<file path="src/rtl/ffha_ram.sv">
`default_nettype none
module ffha_ram #(
  parameter int unsigned WIDTH = 8,
  parameter int unsigned DEPTH = 16
) (
  input  wire logic                     clk,
  input  wire logic                     we,
  input  wire logic [$clog2(DEPTH)-1:0] waddr,
  input  wire logic [WIDTH-1:0]         wdata,
  input  wire logic [$clog2(DEPTH)-1:0] raddr,
  output logic      [WIDTH-1:0]         rdata
);
  logic [WIDTH-1:0] mem [DEPTH];

  always_ff @(posedge clk) begin
    if (we) begin
      mem[waddr] <= wdata;
    end
    rdata <= mem[raddr];
  end
endmodule
`default_nettype wire

</file>
<file path="config.mk">
export PLATFORM = sky130hd
export DESIGN_NAME = ffha_ram
export DESIGN_NICKNAME = d
export VERILOG_FILES = /design/src/rtl/ffha_ram.sv
export SDC_FILE = /design/constraint.sdc
export NUM_CORES = 1
export LEC_CHECK = 0
export BUFFER_PORTS_ARGS = -buffer_cell sky130_fd_sc_hd__buf_2
export CAP_MARGIN = 15
export CORE_MARGIN = 2
export CORE_UTILIZATION = 39
export DETAILED_ROUTE_END_ITERATION = 8
export PLACE_DENSITY_LB_ADDON = 0.15
export SYNTH_ARGS = -nofsm -noshare
export SYNTH_HDL_FRONTEND = slang
export SYNTH_SLANG_ARGS = --single-unit
</file>
<file path="constraint.sdc">
create_clock -name clk -period 2.3 [get_ports clk]
set_clock_uncertainty 0.2 [all_clocks]
set_input_delay 0.115 -clock clk [delete_from_list [all_inputs] [get_ports clk]]
set_output_delay 0.115 -clock clk [all_outputs]
set_load 0.005 [all_outputs]
</file>
**Word-level counts from Yosys, hierarchy flattened**

Memories as Yosys holds them, arrays and structs flattened. A register that Yosys moved wholly into a read port is not among the register bits.
Index checks and enable logic that the tools add are counted.
Widths: inputs -> output; s select.

- Flip-flop bits (word level): 0
- Memories kept: 1
- Memory bits (writable): 128
- Output and inout port bits: 8
- Input bits: 18

Memory list:

| memory | words | bits a word | rd ports | clocked after memory_dff | write ports | line | text |
|---|---|---|---|---|---|---|---|
| mem | 16 | 8 | 1 | 1 | 1 | 13 | `logic [WIDTH-1:0] mem [DEPTH];` |

- Multiplexer cells: 2

Operator list:

| operator | number |
|---|---|
| $mux 1 | 2 |

**Logic depth before layout (Yosys ltp)**

Gate-level depths: netlist (run 1).

- Depth in word-level cells: 2
- Mapped depth: 5
- Depth with buffers taken out: 3

**Least setup slack after synthesis (run 1)**

Ideal clock, no wire load.

- Path kind: input to register
- Start point: input port waddr[2]
- End point: memory mem[0][0] (enable)
- Slack: 0.492 ns
- Cell stages on the path: 2
- Path buffers: 0
- Arrival time: 1.225 ns
- Cell sequence: or3b_2 -> nor3_1

RTL lines:

| item | line | text |
|---|---|---|
| start, declared | 8 | `input wire logic [$clog2(DEPTH)-1:0] waddr,` |
| end, declared | 13 |  |

Straight into the memory's write port.

==> results.md, run 1 <==
- Relative max-transition margin: 47.3%
- Actual slew at the worst max-slew pin: 788 ps
- Net count after synthesis: 247
- Count of different cell masters after synthesis: 19
- Flops & latches, synth: 136
- Global placement routability congestion: 0.700
- R2R Path End: rdata[5]$_DFF_P_
- Multiplexer fraction of the synthesized cell area: 15.0%
- Maximum operating frequency: 661 MHz
- Main combinational cell family by area after synthesis: multiplexers
- 1st-iter DRT viols: 203
- Most common library cell in the layout ignoring fill and taps: edfxtp_1
- Most used routing layer in global routing: met2
- GR Util met2: 25.0%
- Global-route wire length before repair: 15900 um
- Kind of critical path: reg -> reg
- Worst hold path endpoint: mem[8][0]$_DFFE_PP_
- Hold violation total from the final report: 0
- Routed Antenna Nets: 0
- Dpl hpwl: 6450 um
- Initial antenna violation count: 0
- Reg2reg path depth: 3
- PwrDens: 953 nW/um^2
- Total clock buffers created by CTS: 17
- Leftover overflow at the end of global routing: 0
- Count of pins over their slew limit: 0
- Unrepaired setup endpoints after global routing: no
- Data required time of the critical path: 2400 ps
- Setup tns final: 0 ps
- Cell count after placement: 435
- Post-CTS resize count: 0
- Grt met3 use: 4.89%
- Number of top-level design ports: 26
- Initial standard-cell utilization of the core: 40.3%
- Share of the synthesized area in compound gates (AO/OA/AOI/OAI): 2.33%
- Number of buffers inserted to repair setup after CTS: 0
- Syn-to-layout area delta: 22.4%
- Clock-pin slew on the worst setup and hold paths: 60 ps
- Setup violations, final: 0
- Critical path, cell by cell: mux4_1 > a22oi_1 > nand2_1
- Proportion of layout cells with a drive suffix above 1: 30.0%
- Class of the worst hold path: in -> reg
- Area of the core region: 12800 um^2
- Die span in x: 119 um
- Maximum vdd drop: 483 uV
- Number of vias per cell: 5.12
- Number of max-cap violations: 0
- Final cell area excluding filler cells: 6300 um^2
- Number of nets at the end of the flow: 308
- Total via count in the routed design: 2432
- Endpoint type of the worst setup path: flop
- Part of the Yosys area used for sequential elements: 77.8%
- Final routed wire length divided by cell count: 21.8 um
- Most frequently used flop master after synthesis: edfxtp_1
- Largest net degree at the start of global routing: 33
- Total of hold buffers inserted after clock tree synthesis: 8
- Synthesized-area fraction occupied by adder cells: 0%
- TritonCTS clock tree: done
- Floorplan row count: 41
- Total iterations of the first detailed-routing run: 4
- Most used cells in the layout excluding fill and tap cells: edfxtp_1 (128), buf_2 (25), mux4_2 (18)
- Final cycle utilization of the critical path: 65.8%
- Leak: 0.00215 uW
- Clock tree sinks: 136
- Setup slack of the worst register-to-register path: 790 ps
- Maximum buffer depth of the clock tree: 2
- Max stage delay cell, worst path: mux4_1
- DRC violation count after routing: 0
- Count of placed standard cells in the final layout, fillers left out: 475
- Die area: 14100 um^2
- Highest net fanout along the worst path: 1
- Kind of launch point of the worst setup path: flop
- Number of enable flip-flop cells after synthesis: 128
- Xor/xnor cell area share of the yosys netlist: 0%
- Total GRT Usage: 16.3%
- Number of inserted diodes: 0
- Worst flop-to-flop path startpoint: mem[2][5]$_DFFE_PP_
- CTS Root Buffer Type: clkbuf_16
- Hold wc startpoint: waddr[0]
- Post-detailed-routing wire length: 10400 um
- Status: finished, final reports clean
- Longest individual stage delay on the worst path: 500 ps
- Count of buffers inserted at the top-level ports: 25
- Worst Hold Depth: 3
- Post-Syn Instances: 229
- Time the final worst path needs with I/O delays and setup: 1510 ps
- Synth Cell Area: 5150 um^2
- H-tree Lvls: 4
- YS warnings: 0
- Average cell area after synthesis: 22.5 um^2
- Instance area at placement: 5570 um^2
- Synthesized-area fraction occupied by and/or/nand/nor cells: 3.18%
- Die Y-Extent: 119 um
- GR Layer Usage met1: 21.7%
- Crit path DAT: 1620 ps
- Clock latency at the later pin of the worst-skew pair: 420 ps
- Post-Route Utilization: 49.3%
- Via count of the first global-routing pass: 2604
- Proportion of synthesized flip-flops having asynchronous set or reset: 0%
per-stage QoR:
stage	setup slack [ps]	power (uW)	hold WS (ps)
global placement	501	3100	291
finish	786	6000	62.1
global route	698	6200	65.4
floorplan	492	2980	13.9
detailed placement	503	3100	289
CTS	739	6060	45.9
worst max-delay path: cells and delay by family (launching register included):
kind	cells	cell delay, ps
AO/OA/AOI/OAI	1	270
multiplexers	1	500
flip-flops	1	350
AND/OR/NAND/NOR	1	80
logic make-up after synthesis:
| logic type | after synthesis |
|---|---|
| compound gates | 16 |
| buf+inv | 10 |
| flops | 136 |
| mux | 32 |
| simple gates | 35 |
routing by layer:
| layer | wire length, um | vias up |
|---|---|---|
| li1 | - | 1094 |
| met1 | 4820 | 1272 |
| met5 | 0 | - |
| met4 | 170 | 0 |
| met3 | 357 | 17 |
| met2 | 5030 | 49 |
registers in the layout (all words and copies together) (netlist names):
register  count
rdata         8
mem         128
worst max path at each step:
stage | endpoint | slack [ps] | from
finish | rdata[5]$_DFF_P_ | 790 | mem[2][5]$_DFFE_PP_
global route | rdata[6]$_DFF_P_ | 700 | mem[2][6]$_DFFE_PP_
detailed placement | rdata[5]$_DFF_P_ | 500 | raddr[0]
CTS | rdata[6]$_DFF_P_ | 740 | mem[3][6]$_DFFE_PP_
global placement | rdata[5]$_DFF_P_ | 500 | raddr[0]
floorplan | mem[0][0]$_DFFE_PP_ | 490 | waddr[2]
final cells by class:
class	instances	area (um^2)
sequential	136	4000
tap	172	215
fill	1025	6470
timing repair buffer	52	373
multi-input combinational	83	1060
clock inverter	8	168
clock buffer	24	482
cell usage after synthesis, types with 2 or more instances:
| cell type | n | area share (%) |
|---|---|---|
| edfxtp_1 | 128 | 75 |
| mux4_2 | 18 | 7.9 |
| a22oi_1 | 16 | 2.3 |
| mux4_1 | 14 | 7.1 |
| nor2_1 | 13 | 0.95 |
| nand2_1 | 9 | 0.66 |
| dfxtp_1 | 8 | 3.1 |
| nor3_1 | 4 | 0.39 |
| buf_2 | 3 | 0.29 |
| buf_6 | 3 | 0.66 |
| clkdlybuf4s25_2 | 3 | 0.58 |
| nand2b_1 | 2 | 0.24 |
| nand3b_1 | 2 | 0.29 |
power by group:
part	internal [uW]	switching [uW]
sequential	2770	17.9
clock	2010	941
combinational	120	145
No activity file was read; power rests on OpenSTA's default activity.
==> run 2, diff against run 1 <==
- ABC_AREA: default -> 1
- clock period: 2.3 -> 1.25 ns (I/O delays scaled with it)
==> run 2 against run 1 <==
Effect of this change: combinational power grew to 2.7 times the previous value; sequential power grew 84%; critical endpoint is now rdata[3]; highest routed layer unchanged; global-route usage grew 1.7 points; worst setup slack lost 740 ps; largest power group unchanged; largest cell class unchanged; area after synthesis grew 12%; total power grew 90%.
==> results.md, run 2 <==
- Actual slew at the worst max-slew pin: 423 ps
- Clock latency at the later pin of the worst-skew pair: 420 ps
- Highest net fanout along the worst path: 1
- Initial antenna violation count: 0
- Leftover overflow at the end of global routing: 0
- Die area: 15800 um^2
- Maximum operating frequency: 834 MHz
- Via count of the first global-routing pass: 3703
- Instance area at placement: 6260 um^2
- Hold wc startpoint: we
- Total clock buffers created by CTS: 17
- Critical path, cell by cell: buf_2
- Count of pins over their slew limit: 0
- Total iterations of the first detailed-routing run: 5
- Post-Route Utilization: 48.8%
- Number of buffer and inverter instances along the worst setup path: 1
- Unrepaired setup endpoints after global routing: no
- Number of nets at the end of the flow: 630
- DRC violation count after routing: 0
- Data required time of the critical path: 990 ps
- YS warnings: 0
- Total via count in the routed design: 3851
- Global placement routability congestion: 0.812
- Post-Syn Instances: 551
- Total GRT Usage: 18.0%
- Most frequently used flop master after synthesis: edfxtp_1
- Initial standard-cell utilization of the core: 39.8%
- Proportion of synthesized flip-flops having asynchronous set or reset: 0%
- Number of top-level design ports: 26
- Die span in x: 126 um
- Top reg by flops: mem
- Most frequent cell after synthesis: nand2_1
- Delay-heaviest family, CP: flip-flops
- Number of enable flip-flop cells after synthesis: 128
- Maximum vdd drop: 847 uV
- TritonCTS clock tree: done
- Status: finished, final reports clean
- Flops & latches, synth: 136
- Most used routing layer in global routing: met2
- Number of vias per cell: 4.76
- Synth Cell Area: 5770 um^2
- Most common library cell in the layout ignoring fill and taps: nand2_1
- Floorplan row count: 44
- Count of buffers inserted at the top-level ports: 25
- Net count after synthesis: 569
- Routed Antenna Nets: 0
- Leak: 0.00307 uW
- Area of the core region: 14500 um^2
- Global-route wire length before repair: 21100 um
- Grt met3 use: 4.15%
- H-tree Lvls: 4
- Post-synth top cells: nand2_1 (173), edfxtp_1 (128), inv_1 (100)
- Clock-pin slew on the worst setup and hold paths: 60 ps
- Post-detailed-routing wire length: 13400 um
- Setup violations, final: 0
- PwrDens: 1610 nW/um^2
- Crit path DAT: 940 ps
- Max stage delay cell, worst path: dfxtp_1
- Largest register FFs: 128
- Final routed wire length divided by cell count: 16.6 um
- Kind of critical path: reg -> out
- Largest net degree at the start of global routing: 51
- Number of buffers inserted to repair setup after CTS: 0
- Part of the Yosys area used for sequential elements: 69.4%
- Number of inserted diodes: 0
- Maximum buffer depth of the clock tree: 2
- Class of the worst hold path: in -> reg
- Die Y-Extent: 126 um
- GR Layer Usage met1: 25.5%
- Hold violation total from the final report: 0
- Dpl hpwl: 8530 um
- Count of placed standard cells in the final layout, fillers left out: 809
- Most used cells in the layout excluding fill and tap cells: nand2_1 (173), edfxtp_1 (128), inv_1 (99)
- Time the final worst path needs with I/O delays and setup: 1200 ps
- Endpoint type of the worst setup path: output pin
- GR Util met2: 26.9%
- Syn-to-layout area delta: 22.5%
- Proportion of layout cells with a drive suffix above 1: 15.5%
- 1st-iter DRT viols: 386
- Average cell area after synthesis: 10.5 um^2
- Yosys top cell by area: edfxtp_1
- Worst flop-to-flop path startpoint: mem[13][0]$_DFFE_PP_
- Cells taking the most area after synthesis: edfxtp_1 (67%), nand2_1 (11%), nand3_1 (8.4%)
- Area share of the leading cell type in the synthesized netlist: 66.7%
- Relative max-transition margin: 71.8%
- Cell count after placement: 767
- Launch point of the critical path: rdata[3]$_DFF_P_
- Number of max-cap violations: 0
- Final cycle utilization of the critical path: 95.9%
- CTS Root Buffer Type: clkbuf_16
- Longest individual stage delay on the worst path: 380 ps
- Final cell area excluding filler cells: 7070 um^2
- Clock tree sinks: 136
- Count of different cell masters after synthesis: 12
- Worst Hold Slack: 48.3 ps
- Kind of launch point of the worst setup path: flop
- Biggest regs: mem: 128 flops, rdata: 8 flops
-- run 2: changes by cell type in the layout (fill, tap and decap cells not counted), moves of 4 or more --
cell,change
nor2_1,+4
a22oi_1,-16
buf_4,+8
nand2_1,+164
mux4_2,-18
mux4_1,-14
nor3_1,-4
nand3_1,+87
nand3_2,+9
inv_1,+99
buf_12,+4
-- run 2: final timing paths --
path	endpoint	slack, ps	cells past startpoint
worst max-delay path	rdata[3]	50	1
worst min-delay path	mem[3][5]$_DFFE_PP_	50	4
worst max register to register	rdata[0]$_DFF_P_	60	6
worst min register to register	rdata[5]$_DFF_P_	470	6
-- run 2: cells by family after synthesis --
group,count (synthesis),share of synthesized area [%]
buf+inv,126,9.52
flops,136,69.4
simple gates,289,21.0
-- run 2: final cells by class --
type	instances	area, um^2
Clock buffer	18	429
Inverter	102	383
Clock inverter	14	229
Sequential cell	136	4000
Fill cell	1338	7410
Timing Repair Buffer	66	533
Multi-Input combinational cell	289	1260
Tap cell	184	230
-- run 2: report_power, final --
part / total [uW] / internal [uW] / switching [uW]
clock network: 5570 / 3720 / 1850
logic: 707 / 248 / 459
registers: 5130 / 5100 / 32.6
-- run 2: metrics by stage --
step           TNS [ps]  total power, uW  setup slack, ps
2_1_floorplan         0             5580             36.7
3_3_place_gp       -756             5890            -54.4
3_5_place_dp      -1660             5900            -76.8
4_1_cts               0            11500             3.85
5_1_grt               0            11800             2.64
6_report              0            11400             51.0
-- run 2: layer usage --
layer / vias to the layer above / share of wire (%) / wire, um
met3: 19 / 4.1 / 551
met4: 0 / 2.5 / 331
met1: 1846 / 49 / 6540
met5: - / 0 / 0
met2: 89 / 45 / 6000
li1: 1897 / - / -
-- run 2: timing repair --
item	4_1_cts	5_1_grt
gates resized for setup	0	10
hold buffers	10	0
endpoints found under the hold margin	136	0
setup endpoints to repair	0	5
